[config.mk]
export PLATFORM = sky130hd
export DESIGN_NAME = fan_pwm_from_weighted_temperature_flat
export DESIGN_NICKNAME = d
export VERILOG_FILES = /design/src/rtl/fanpwm_pkg.sv /design/src/rtl/fanpwm_in_if.sv /design/src/rtl/fanpwm_out_if.sv /design/src/rtl/fan_pwm_from_weighted_temperature.sv /design/src/flat_wrapper.sv
export SDC_FILE = /design/constraint.sdc
export NUM_CORES = 2
export LEC_CHECK = 0
export ABC_AREA = 1
export BUFFER_PORTS_ARGS = -buffer_cell sky130_fd_sc_hd__buf_2
export CORE_ASPECT_RATIO = 1.25
export CORE_MARGIN = 5
export CORE_UTILIZATION = 34
export CTS_CLUSTER_DIAMETER = 40
export DETAILED_ROUTE_END_ITERATION = 16
export HOLD_SLACK_MARGIN = 0.03
export PLACE_DENSITY = 0.59
export SETUP_SLACK_MARGIN = 0.3
export SYNTH_ARGS = -nofsm -noshare
export SYNTH_HDL_FRONTEND = slang
export SYNTH_SLANG_ARGS = --single-unit
[constraint.sdc]
create_clock -name i_clk -period 9.87 [get_ports i_clk]
set_input_delay 1.4805 -clock i_clk [delete_from_list [all_inputs] [get_ports i_clk]]
set_output_delay 1.4805 -clock i_clk [all_outputs]
set_load 0.005 [all_outputs]
[src/rtl/fanpwm_pkg.sv]
package fanpwm_pkg;

    localparam int TEMP_W       = 16;
    localparam int DUTY_W       = 8;
    localparam int HIST_DEPTH   = 6;
    localparam int HIST_IDX_W   = $clog2(HIST_DEPTH + 1);
    localparam int WEIGHT_W     = 16;
    localparam int CFG_IDX_W    = 2;
    localparam int CFG_DATA_W   = 16;

    localparam logic signed [TEMP_W-1:0] EMPTY_MARK = -16'sd256;

    // register indexes of the configuration port
    localparam logic [CFG_IDX_W-1:0] CFG_CPU_NOTICE   = 2'd0;
    localparam logic [CFG_IDX_W-1:0] CFG_CPU_HALT     = 2'd1;
    localparam logic [CFG_IDX_W-1:0] CFG_BOARD_NOTICE = 2'd2;
    localparam logic [CFG_IDX_W-1:0] CFG_BOARD_MAX    = 2'd3;

    localparam logic signed [TEMP_W-1:0] RST_CPU_NOTICE   = 16'sd10240;
    localparam logic signed [TEMP_W-1:0] RST_CPU_HALT     = 16'sd17920;
    localparam logic signed [TEMP_W-1:0] RST_BOARD_NOTICE = 16'sd10240;
    localparam logic signed [TEMP_W-1:0] RST_BOARD_MAX    = 16'sd15360;

    // Q0.16 tap weights, oldest history entry first; they sum to 1.0
    function automatic logic [WEIGHT_W-1:0] tap_weight(input logic [HIST_IDX_W-1:0] idx);
        logic [WEIGHT_W-1:0] w;
        unique case (idx)
            3'd0:    w = 16'd3277;
            3'd1:    w = 16'd4915;
            3'd2:    w = 16'd7373;
            3'd3:    w = 16'd11062;
            3'd4:    w = 16'd16594;
            3'd5:    w = 16'd22315;
            default: w = '0;
        endcase
        return w;
    endfunction

endpackage

[src/rtl/fanpwm_in_if.sv]
interface fanpwm_in_if;
    import fanpwm_pkg::*;

    logic                     valid;
    logic                     ready;
    logic signed [TEMP_W-1:0] cpu_temp;
    logic signed [TEMP_W-1:0] board_temp;

    modport source (output valid, output cpu_temp, output board_temp, input ready);
    modport sink   (input valid, input cpu_temp, input board_temp, output ready);
endinterface

[src/rtl/fanpwm_out_if.sv]
interface fanpwm_out_if;
    import fanpwm_pkg::*;

    logic              valid;
    logic              ready;
    logic [DUTY_W-1:0] fan_duty;

    modport source (output valid, output fan_duty, input ready);
    modport sink   (input valid, input fan_duty, output ready);
endinterface

[src/rtl/fan_pwm_from_weighted_temperature.sv]
// Fan PWM duty from a weighted CPU temperature and the board temperature.
//
// i_in carries one CPU and one board sample (signed Q8.8 degrees C) per
// transfer; o_out returns one fan_duty (0..255) per input transfer, in order.
// The i_cfg_* port writes the four ramp thresholds; the user writes them
// only while the block is idle, which the block itself does not enforce.
// One sample at a time: i_in.ready is high only while the sequencer is idle.
// A shared multiply-accumulate forms the six-tap sum, then one shared
// restoring divider serves the CPU term and the board term in turn (load,
// saturation check, then 8 quotient bits at one quotient bit per cycle; a
// zero or saturated term stops after the load or the saturation check).
//
// o_out is a register: a finished duty waits there while the next sample is
// already taken and worked on. If the receiver still stalls when the next
// duty is done, hold it in the sequencer until the output register frees.
// Reset (synchronous, i_rst_n low) fills the history with the empty marker,
// loads the default thresholds and drops any pending result.
module fan_pwm_from_weighted_temperature (
    input  logic                                i_clk,
    input  logic                                i_rst_n,
    fanpwm_in_if.sink                           i_in,
    fanpwm_out_if.source                        o_out,
    input  logic                                i_cfg_we,
    input  logic [fanpwm_pkg::CFG_IDX_W-1:0]    i_cfg_idx,
    input  logic [fanpwm_pkg::CFG_DATA_W-1:0]   i_cfg_data
);
    import fanpwm_pkg::*;

    // sequencer states
    localparam logic [2:0] S_IDLE = 3'd0;
    localparam logic [2:0] S_MAC  = 3'd1;
    localparam logic [2:0] S_CAP  = 3'd2;
    localparam logic [2:0] S_LOAD = 3'd3;
    localparam logic [2:0] S_SAT  = 3'd4;
    localparam logic [2:0] S_DIV  = 3'd5;
    localparam logic [2:0] S_FIN  = 3'd6;

    // threshold registers
    logic signed [TEMP_W-1:0] r_cpu_notice, r_cpu_halt, r_board_notice, r_board_max;

    // CPU history, oldest first; the last entry holds the current sample
    logic signed [TEMP_W-1:0] r_hist [HIST_DEPTH];
    logic signed [TEMP_W-1:0] n_hist [HIST_DEPTH];

    logic [2:0]               r_state, n_state;
    logic signed [TEMP_W-1:0] r_cur, n_cur;
    logic signed [TEMP_W-1:0] r_board, n_board;
    logic [HIST_IDX_W-1:0]    r_idx, n_idx;
    logic signed [31:0]       r_prod, n_prod;
    logic signed [32:0]       r_acc, n_acc;
    logic                     r_term, n_term;     // 0: CPU term, 1: board term
    logic signed [33:0]       r_num, n_num;
    logic signed [32:0]       r_den, n_den;
    logic [39:0]              r_rem, n_rem;
    logic [31:0]              r_dvs, n_dvs;
    logic [39:0]              r_dsh, n_dsh;
    logic [2:0]               r_bit, n_bit;
    logic [DUTY_W-1:0]        r_quo, n_quo;
    logic [DUTY_W-1:0]        r_qc, n_qc;
    logic [DUTY_W-1:0]        r_qb, n_qb;
    logic                     r_out_valid, n_out_valid;
    logic [DUTY_W-1:0]        r_duty, n_duty;

    logic                     w_accept;
    logic signed [TEMP_W-1:0] w_tap;
    logic signed [31:0]       w_tap_ext, w_wt_ext;
    logic signed [32:0]       w_cap, w_capped;
    logic signed [16:0]       w_span_c, w_num_b, w_span_b;
    logic [39:0]              w_n255;
    logic [40:0]              w_trial;
    logic                     w_done;
    logic [DUTY_W-1:0]        w_q;

    assign w_accept     = i_in.valid && i_in.ready;
    assign i_in.ready   = (r_state == S_IDLE);
    assign o_out.valid    = r_out_valid;
    assign o_out.fan_duty = r_duty;

    // one tap per cycle through the shared multiplier
    assign w_tap     = (r_idx < HIST_IDX_W'(HIST_DEPTH)) ? r_hist[r_idx] : '0;
    assign w_tap_ext = {{(32 - TEMP_W){w_tap[TEMP_W-1]}}, w_tap};
    assign w_wt_ext  = {{(32 - WEIGHT_W){1'b0}}, tap_weight(r_idx)};

    // weighted value never above the current sample
    assign w_cap    = {r_cur[TEMP_W-1], r_cur, 16'h0000};
    assign w_capped = (r_acc > w_cap) ? w_cap : r_acc;
    assign w_span_c = {r_cpu_halt[TEMP_W-1], r_cpu_halt}
                    - {r_cpu_notice[TEMP_W-1], r_cpu_notice};
    assign w_num_b  = {r_board[TEMP_W-1], r_board}
                    - {r_board_notice[TEMP_W-1], r_board_notice};
    assign w_span_b = {r_board_max[TEMP_W-1], r_board_max}
                    - {r_board_notice[TEMP_W-1], r_board_notice};

    // numerator times 255 as a shift and subtract; numerator is below 2^32
    assign w_n255  = {r_num[31:0], 8'h00} - {8'h00, r_num[31:0]};
    assign w_trial = {1'b0, r_rem} - {1'b0, r_dsh};

    always_comb begin
        n_state     = r_state;
        n_hist      = r_hist;
        n_cur       = r_cur;
        n_board     = r_board;
        n_idx       = r_idx;
        n_prod      = r_prod;
        n_acc       = r_acc;
        n_term      = r_term;
        n_num       = r_num;
        n_den       = r_den;
        n_rem       = r_rem;
        n_dvs       = r_dvs;
        n_dsh       = r_dsh;
        n_bit       = r_bit;
        n_quo       = r_quo;
        n_qc        = r_qc;
        n_qb        = r_qb;
        n_duty      = r_duty;
        n_out_valid = r_out_valid;
        w_done      = 1'b0;
        w_q         = '0;

        // drop the result once the receiver takes it
        if (r_out_valid && o_out.ready) begin
            n_out_valid = 1'b0;
        end

        unique case (r_state)
            S_IDLE: begin
                if (w_accept) begin
                    n_cur   = i_in.cpu_temp;
                    n_board = i_in.board_temp;
                    // negative oldest entry: refill the whole history
                    if (r_hist[0][TEMP_W-1]) begin
                        for (int i = 0; i < HIST_DEPTH; i++) begin
                            n_hist[i] = i_in.cpu_temp;
                        end
                    end else begin
                        for (int i = 0; i < HIST_DEPTH - 1; i++) begin
                            n_hist[i] = r_hist[i+1];
                        end
                        n_hist[HIST_DEPTH-1] = i_in.cpu_temp;
                    end
                    n_acc   = '0;
                    n_idx   = '0;
                    n_state = S_MAC;
                end
            end
            S_MAC: begin
                // product registered in r_prod, accumulated in the next cycle
                if (r_idx != '0) begin
                    n_acc = r_acc + {r_prod[31], r_prod};
                end
                if (r_idx == HIST_IDX_W'(HIST_DEPTH)) begin
                    n_state = S_CAP;
                end else begin
                    n_prod = w_tap_ext * w_wt_ext;
                    n_idx  = r_idx + 1'b1;
                end
            end
            S_CAP: begin
                n_num   = {w_capped[32], w_capped}
                        - {{2{r_cpu_notice[TEMP_W-1]}}, r_cpu_notice, 16'h0000};
                n_den   = {w_span_c, 16'h0000};
                n_term  = 1'b0;
                n_state = S_LOAD;
            end
            S_LOAD: begin
                // non-positive span or numerator: term is zero after clamping
                if (r_den[32] || (r_den == '0) || r_num[33] || (r_num == '0)) begin
                    w_done = 1'b1;
                    w_q    = '0;
                end else begin
                    n_rem   = w_n255;
                    n_dvs   = r_den[31:0];
                    n_state = S_SAT;
                end
            end
            S_SAT: begin
                if (r_rem >= {r_dvs, 8'h00}) begin
                    w_done = 1'b1;
                    w_q    = '1;
                end else begin
                    n_dsh   = {1'b0, r_dvs, 7'h00};
                    n_bit   = 3'd7;
                    n_quo   = '0;
                    n_state = S_DIV;
                end
            end
            S_DIV: begin
                // one restoring step per cycle, quotient bit MSB first
                if (!w_trial[40]) begin
                    n_rem = w_trial[39:0];
                end
                n_quo = {r_quo[DUTY_W-2:0], ~w_trial[40]};
                n_dsh = r_dsh >> 1;
                n_bit = r_bit - 1'b1;
                if (r_bit == '0) begin
                    w_done = 1'b1;
                    w_q    = n_quo;
                end
            end
            S_FIN: begin
                if (!r_out_valid || o_out.ready) begin
                    n_duty      = (r_qc > r_qb) ? r_qc : r_qb;
                    n_out_valid = 1'b1;
                    n_state     = S_IDLE;
                end
            end
            default: begin
                n_state = S_IDLE;
            end
        endcase

        // hand the divider to the board term, or finish
        if (w_done) begin
            if (!r_term) begin
                n_qc    = w_q;
                n_term  = 1'b1;
                n_num   = {{17{w_num_b[16]}}, w_num_b};
                n_den   = {{16{w_span_b[16]}}, w_span_b};
                n_state = S_LOAD;
            end else begin
                n_qb    = w_q;
                n_state = S_FIN;
            end
        end
    end

    always_ff @(posedge i_clk) begin
        if (!i_rst_n) begin
            r_state        <= S_IDLE;
            r_out_valid    <= 1'b0;
            r_cpu_notice   <= RST_CPU_NOTICE;
            r_cpu_halt     <= RST_CPU_HALT;
            r_board_notice <= RST_BOARD_NOTICE;
            r_board_max    <= RST_BOARD_MAX;
            for (int i = 0; i < HIST_DEPTH; i++) begin
                r_hist[i] <= EMPTY_MARK;
            end
        end else begin
            r_state     <= n_state;
            r_out_valid <= n_out_valid;
            r_hist      <= n_hist;
            if (i_cfg_we) begin
                unique case (i_cfg_idx)
                    CFG_CPU_NOTICE:   r_cpu_notice   <= i_cfg_data;
                    CFG_CPU_HALT:     r_cpu_halt     <= i_cfg_data;
                    CFG_BOARD_NOTICE: r_board_notice <= i_cfg_data;
                    CFG_BOARD_MAX:    r_board_max    <= i_cfg_data;
                    default: ;
                endcase
            end
        end
    end

    // datapath registers, no reset
    always_ff @(posedge i_clk) begin
        r_cur   <= n_cur;
        r_board <= n_board;
        r_idx   <= n_idx;
        r_prod  <= n_prod;
        r_acc   <= n_acc;
        r_term  <= n_term;
        r_num   <= n_num;
        r_den   <= n_den;
        r_rem   <= n_rem;
        r_dvs   <= n_dvs;
        r_dsh   <= n_dsh;
        r_bit   <= n_bit;
        r_quo   <= n_quo;
        r_qc    <= n_qc;
        r_qb    <= n_qb;
        r_duty  <= n_duty;
    end

endmodule
[src/flat_wrapper.sv]
// flat-port wrapper written by rule: the top's interface ports become plain ports
module fan_pwm_from_weighted_temperature_flat import fanpwm_pkg::*;
  (i_clk, i_rst_n, i_cfg_we, i_cfg_idx, i_cfg_data, i_in_valid, i_in_cpu_temp, i_in_board_temp, i_in_ready, o_out_valid, o_out_fan_duty, o_out_ready);
  fanpwm_in_if i_in_i ();
  fanpwm_out_if o_out_i ();
  input  logic i_clk;
  input  logic i_rst_n;
  input  logic i_cfg_we;
  input  logic [fanpwm_pkg::CFG_IDX_W-1:0] i_cfg_idx;
  input  logic [fanpwm_pkg::CFG_DATA_W-1:0] i_cfg_data;
  input wire logic [$bits(i_in_i.valid)-1:0] i_in_valid;
  input wire logic [$bits(i_in_i.cpu_temp)-1:0] i_in_cpu_temp;
  input wire logic [$bits(i_in_i.board_temp)-1:0] i_in_board_temp;
  output wire logic [$bits(i_in_i.ready)-1:0] i_in_ready;
  output wire logic [$bits(o_out_i.valid)-1:0] o_out_valid;
  output wire logic [$bits(o_out_i.fan_duty)-1:0] o_out_fan_duty;
  input wire logic [$bits(o_out_i.ready)-1:0] o_out_ready;
  assign i_in_i.valid = i_in_valid;
  assign i_in_i.cpu_temp = i_in_cpu_temp;
  assign i_in_i.board_temp = i_in_board_temp;
  assign i_in_ready = i_in_i.ready;
  assign o_out_valid = o_out_i.valid;
  assign o_out_fan_duty = o_out_i.fan_duty;
  assign o_out_i.ready = o_out_ready;
  fan_pwm_from_weighted_temperature u_core (.i_clk(i_clk), .i_rst_n(i_rst_n), .i_in(i_in_i), .o_out(o_out_i), .i_cfg_we(i_cfg_we), .i_cfg_idx(i_cfg_idx), .i_cfg_data(i_cfg_data));
endmodule
* Word-level counts from Yosys, hierarchy flattened
Index checks and enable logic that the tools add are counted.
W data, S select, Z words.
** Cells by class
- Add/sub/neg operators :: 9
- Multipliers :: 1
- Order comparisons :: 5
- Equal/unequal tests :: 27
- Multiplexer cells :: 50
- Bitwise logic cells :: 5
- Reduce and logical (&&, ||, !) cells :: 32
** Operator list (count)
- $mux W33 :: 6
- $pmux W40 S2 :: 2
- $mux W40 :: 3
- $mux W34 :: 3
- $mux W96 :: 1
- $pmux W15 S6 :: 1
- $pmux W33 S2 :: 1
- $sub A16 B16 Y17 :: 3
- $bmux W16 S3 :: 1
- $mux W16 :: 3
- $sub A40 B40 Y41 :: 1
- $ge A40 B40 Y1 :: 1
- $sub A40 B32 Y40 :: 1
- $logic_not A34 Y1 :: 1
- $sub A33 B32 Y34 :: 1
- $add A33 B33 Y33 :: 1
- $gt A33 B32 Y1 :: 1
- $logic_not A33 Y1 :: 1
- $mul A16 B16 Y32 :: 1
- $mux W3 :: 10
- $mux W8 :: 3
- $reduce_and A2 Y1 :: 11
- $pmux W3 S7 :: 1
- $eq A3 B3 Y1 const B :: 6
- other kinds (31) :: 65
** Word-level totals
- Register bits after elaboration :: 478
- Input port bits :: 55
- Logic and storage cells :: 157

* Logic depth before layout (Yosys ltp)
- Depth in word-level cells :: 8
- Mapped depth :: 32
- Mapped depth without buffers :: 31

* Worst setup path before layout
OpenSTA, ideal clock, no wires.
- Path type :: reg2reg
- Start :: register u_core.r_idx[0]
- End :: register u_core.r_prod[19] (data pin)
- Arrival :: 6.727 ns
- Setup slack :: 2.878 ns
- Cell stages (with the launch flop) :: 27
- Cell sequence :: edfxtp_1 > clkinv_1 > clkbuf_1 > buf_1 > ha_1 > o21ai_0 > inv_1 > a21oi_1 > clkbuf_1 > nor2_1 > fa_1 > inv_1 > fa_1 > inv_1 > fa_1 > fa_1 > fa_1 > inv_1 > fa_1 > inv_1 > ha_1 > a21oi_1 > a21boi_0 > nand3_1 > a31oi_1 > o21ai_0 > xor2_1
** On the way
- Cells in the longest elaborated chain, start to end :: 6
- Elaborated cells on any way between the ends :: 14
- Classes of those cells :: mul: 1; order compare: 1; eq/ne: 5; mux: 5; bitwise: 1; reduce/logical: 1
** Ends and longest elaborated chain
- start, declared :: line fan_pwm_from_weighted_temperature.sv:48 : logic [HIST_IDX_W-1:0] r_idx, n_idx;
- start signal, assigned :: line fan_pwm_from_weighted_temperature.sv:259 : r_idx <= n_idx;
- $not A3 Y4 (not written as such) :: line fan_pwm_from_weighted_temperature.sv:80 : assign w_tap = (r_idx < HIST_IDX_W'(HIST_DEPTH)) ? r_hist[r_idx] : '0;
- $bmux W16 S3 :: line fan_pwm_from_weighted_temperature.sv:80
- $mux W16 (not written as such) (2 in a row) :: line fan_pwm_from_weighted_temperature.sv:80
- $mux W16 :: line fan_pwm_from_weighted_temperature.sv:80
- $mul A16 B16 Y32 (*) :: line fan_pwm_from_weighted_temperature.sv:155 : n_prod = w_tap_ext * w_wt_ext;
- end signal, assigned :: line fan_pwm_from_weighted_temperature.sv:260 : r_prod <= n_prod;
- end, declared :: line fan_pwm_from_weighted_temperature.sv:49 : logic signed [31:0] r_prod, n_prod;
Every way passes the cells marked *; elsewhere a longest branch is shown, timed or not. The select of a mux whose other input is x is not followed.
A chain may end at the register's enable or synchronous reset.

* Final worst setup path
- Start :: register u_core.r_idx[1]
- End :: register u_core.r_prod[26] (data pin)
The elaborated chain is that of the path after synthesis.

==> flow_summary.toml <==
[timing]
tns_ns = 0
postLayoutSetupSlackWorst_ns = 1.61
finalCritPeriodShare_pct = 83.7
finalSetupViolCount = 0
count_of_final_max_slew_check_failures = 0
max_clock_freq_mhz = 121
final.setup_skew_ns = 0.0530
worst_relative_slew_slack_pct = 21.0
post_layout_min_period_ns = 8.26
tightest_slew_ns = 1.18
final_hold_viol_count = 0
rsz0062_at_grt = "false"

[yosys]
xor_and_xnor_area_share_after_synthesis_pct = 1.99
yosys-mux-area-fraction_pct = 0.0253
synth_seq_cells = 477
flip_flop_cell_with_the_highest_count_after_synthesis = "sky130_fd_sc_hd__edfxtp_1"
yosys.area_share.simple_pct = 18.8
syn-num-nets = 5788
fraction_of_the_mapped_netlist_area_in_adder_cells_pct = 22.4
seq_area_frac_synth_pct = 30.3
number_of_enable_type_register_cells_in_the_synthesized_netlist = 245
syn_avg_cell_area_sq_um = 7.64
async_reset_ff_share_pct = 0
netlist-cell-type-count = 60
synth_compound_gate_area_share_pct = 16.1
syn_inst = 5174
synthesis.area_sq_um = 39500
yosysWarnings = 0
combinational_family_with_the_most_area_after_synthesis = "adder cells"

[run]
max-cap-violations = 0

[final_layout]
area_growth_pct = 13.0
final_cells = 6870
drive_gt1_share_pct = 5.95
layout.filler_cells = 12200
regArea_sq_um = 12000
design.final.nets = 5844
most_frequent_standard_cell_in_the_layout_excluding_fill_and_tap_cells = "sky130_fd_sc_hd__inv_1"
layout_common_cells = "920 x sky130_fd_sc_hd__inv_1, 874 x sky130_fd_sc_hd__nand2_1, 560 x sky130_fd_sc_hd__nor2_1, 527 x sky130_fd_sc_hd__o21ai_0, 456 x sky130_fd_sc_hd__a21oi_1"
multi_input_area_sq_um = 23500

[cts]
postCtsHoldBufs = 0
cts_tree = "yes"
post_cts_resized = 0
cts_htree_levels = 3
cts-buffers-inserted = 91
clock_path_buffers = 3
clock_sink_count = 477
clk_latency_worst_skew_pair_ns = 0.67
cts.clk_slew.worst_paths_ns = 0.05
post-cts-setup-buffer-count = 0
clockRootBuffer = "sky130_fd_sc_hd__clkbuf_16"

[global_route]
grt.total_usage_pct = 20.7
grt_antenna_before_repair = 1
overflow = 0
grt_max_degree = 102
grt_first_pass_wirelength_mm = 199
grt_pass1_vias = 34700

[placement]
place_inst = 6699
detailedPlacementHpwl_mm = 105
io_buf_count = 64
place_congestion = 0.957
dp_slack_ns = 1.69

[critical_path]
critical_path_arrival_ns = 8.64
crit_path_end_kind = "flip-flop"
setup.worst_path.class = "reg -> reg"
startpoint_class_of_the_critical_path = "flip-flop"
critical_path.max_fanout = 15
critical_path_required_ns = 10.25

[floorplan]
ioPinCount = 65
effective_utilization_at_floorplan_pct = 34.1
coreArea_sq_um = 116000
core.rowCount = 140
dieArea_sq_um = 123000
die-height_um = 391
floorplan.die.width_um = 315

[routing]
route.vias.total = 34400
drt_iter0_markers = 2510
route.final.wire_length_mm = 129
drtPass1Iterations = 6
route.detailed.drc = 0
drtAntennaViolNets = 0
wl_per_cell_um = 18.8
vias_per_cell = 5.01

[hold_path]
hold_path.class = "reg -> reg"

[outcome]
result_of_the_run = "complete, no violations"
routing by layer:
layer	part of all wire [%]	vias to the layer above	global-route usage (%)	routed length, um
li1	-	17000	-	-
met1	40	16200	23.5	51300
met2	51	909	38.2	65900
met3	3.4	287	2.27	4420
met4	6.0	0	10.4	7810
met5	0	-	0	0
cell usage after synthesis, types with 3 or more instances:
cell type	number	area [sq um]
sky130_fd_sc_hd__inv_1	921	3460
sky130_fd_sc_hd__nand2_1	874	3280
sky130_fd_sc_hd__nor2_1	563	2110
sky130_fd_sc_hd__o21ai_0	529	2650
sky130_fd_sc_hd__a21oi_1	457	2290
sky130_fd_sc_hd__ha_1	310	3880
sky130_fd_sc_hd__fa_1	249	4980
sky130_fd_sc_hd__edfxtp_1	245	7360
sky130_fd_sc_hd__dfxtp_1	232	4640
sky130_fd_sc_hd__nand3_1	214	1070
sky130_fd_sc_hd__clkbuf_1	99	372
sky130_fd_sc_hd__xor2_1	55	482
sky130_fd_sc_hd__nor3_1	51	255
sky130_fd_sc_hd__nand4_1	42	263
sky130_fd_sc_hd__o211ai_1	38	285
sky130_fd_sc_hd__xnor2_1	35	307
sky130_fd_sc_hd__a31oi_1	23	144
sky130_fd_sc_hd__o22ai_1	23	144
sky130_fd_sc_hd__o21bai_1	21	158
sky130_fd_sc_hd__a21o_1	20	150
sky130_fd_sc_hd__o21a_1	18	135
sky130_fd_sc_hd__nand2_2	13	81.3
sky130_fd_sc_hd__a21boi_0	11	82.6
sky130_fd_sc_hd__buf_1	11	41.3
sky130_fd_sc_hd__o21ai_2	11	96.3
sky130_fd_sc_hd__nor4_1	10	62.6
sky130_fd_sc_hd__buf_2	9	45.0
sky130_fd_sc_hd__or2_2	9	56.3
sky130_fd_sc_hd__clkinv_1	8	30.0
sky130_fd_sc_hd__nand3b_1	7	52.6
sky130_fd_sc_hd__o21ai_1	7	35.0
sky130_fd_sc_hd__inv_2	6	22.5
sky130_fd_sc_hd__buf_4	5	37.5
sky130_fd_sc_hd__o31ai_1	5	37.5
sky130_fd_sc_hd__buf_6	4	45.0
sky130_fd_sc_hd__a211oi_1	3	22.5
sky130_fd_sc_hd__and3_1	3	18.8
sky130_fd_sc_hd__nand2_8	3	60.1
sky130_fd_sc_hd__nor2_2	3	18.8
registers in the layout, indices dropped and copies added, names as in the netlist:
name / cells
u_core.r_bit: 3
u_core.r_rem: 40
u_core.r_qb: 8
u_core.r_quo: 7
u_core.r_qc: 8
u_core.o_out.fan_duty: 8
u_core.o_out.valid: 1
u_core.r_board_max: 16
u_core.r_idx: 3
u_core.r_cpu_notice: 16
u_core.r_acc: 33
u_core.r_term: 1
u_core.r_dsh: 39
u_core.r_num: 34
u_core.r_state: 3
u_core.r_den: 33
u_core.r_cpu_halt: 16
u_core.r_prod: 32
u_core.r_hist: 96
u_core.r_cur: 16
u_core.r_dvs: 32
u_core.r_board: 16
u_core.r_board_notice: 16
cell families after synthesis:
logic type,Yosys count
adders and majority gates,559
muxes,1
DFF,477
buffers and inverters,1065
xor gates and xnor gates,90
AOI/OAI and AO/OA,1179
and+or+nand+nor,1803
per-stage QoR:
stage          area, sq um  utilization, %  hold WS, ns
2_1_floorplan        39500               -        0.425
4_1_cts              44700            38.5        0.425
3_3_place_gp         41500            35.8        0.435
6_report             44700            38.5        0.437
5_1_grt              44700            38.5        0.424
3_5_place_dp         41500            35.8        0.442
final timing paths:
path                                       start                end  slack [ns]  cells after the start
worst max-delay path             u_core.r_idx[1]  u_core.r_prod[26]        1.61                     26
worst min-delay path            u_core.r_den[25]   u_core.r_dvs[25]        0.44                      0
worst max register to register   u_core.r_idx[1]  u_core.r_prod[26]        1.61                     26
worst min register to register  u_core.r_den[25]   u_core.r_dvs[25]        0.44                      0
worst max-delay path, cell delays in order (launching register included):
cell and delay (ns):
sky130_fd_sc_hd__edfxtp_1 0.69, sky130_fd_sc_hd__clkinv_1 0.58, sky130_fd_sc_hd__buf_4 0.39, sky130_fd_sc_hd__ha_1 0.25
sky130_fd_sc_hd__o21ai_0 0.22, sky130_fd_sc_hd__inv_1 0.10, sky130_fd_sc_hd__a21oi_1 0.13, sky130_fd_sc_hd__buf_4 0.23
sky130_fd_sc_hd__inv_1 0.15, sky130_fd_sc_hd__nand2_1 0.18, sky130_fd_sc_hd__fa_1 0.49, sky130_fd_sc_hd__fa_1 0.54
sky130_fd_sc_hd__fa_1 0.45, sky130_fd_sc_hd__fa_1 0.49, sky130_fd_sc_hd__inv_1 0.05, sky130_fd_sc_hd__fa_1 0.52
sky130_fd_sc_hd__inv_1 0.05, sky130_fd_sc_hd__fa_1 0.52, sky130_fd_sc_hd__inv_1 0.04, sky130_fd_sc_hd__ha_1 0.34
sky130_fd_sc_hd__nand2_1 0.10, sky130_fd_sc_hd__nor2_1 0.16, sky130_fd_sc_hd__nand4_1 0.10, sky130_fd_sc_hd__o211ai_1 0.46
sky130_fd_sc_hd__a21boi_0 0.29, sky130_fd_sc_hd__o21ai_0 0.31, sky130_fd_sc_hd__xor2_1 0.10
final cells by class:
class | instances | share of cell area [%]
well taps | 1562 | 4.37
diodes | 1 | 0.00560
repair buffers | 92 | 1.19
clock inverters | 60 | 1.53
multi-input cells | 3632 | 52.6
inverters | 936 | 7.89
flip-flops and latches | 477 | 26.9
clock buffers | 110 | 5.53
Power is not shown: default switching activity piles up to over one toggle a cycle in this logic, so the estimate is an artifact.
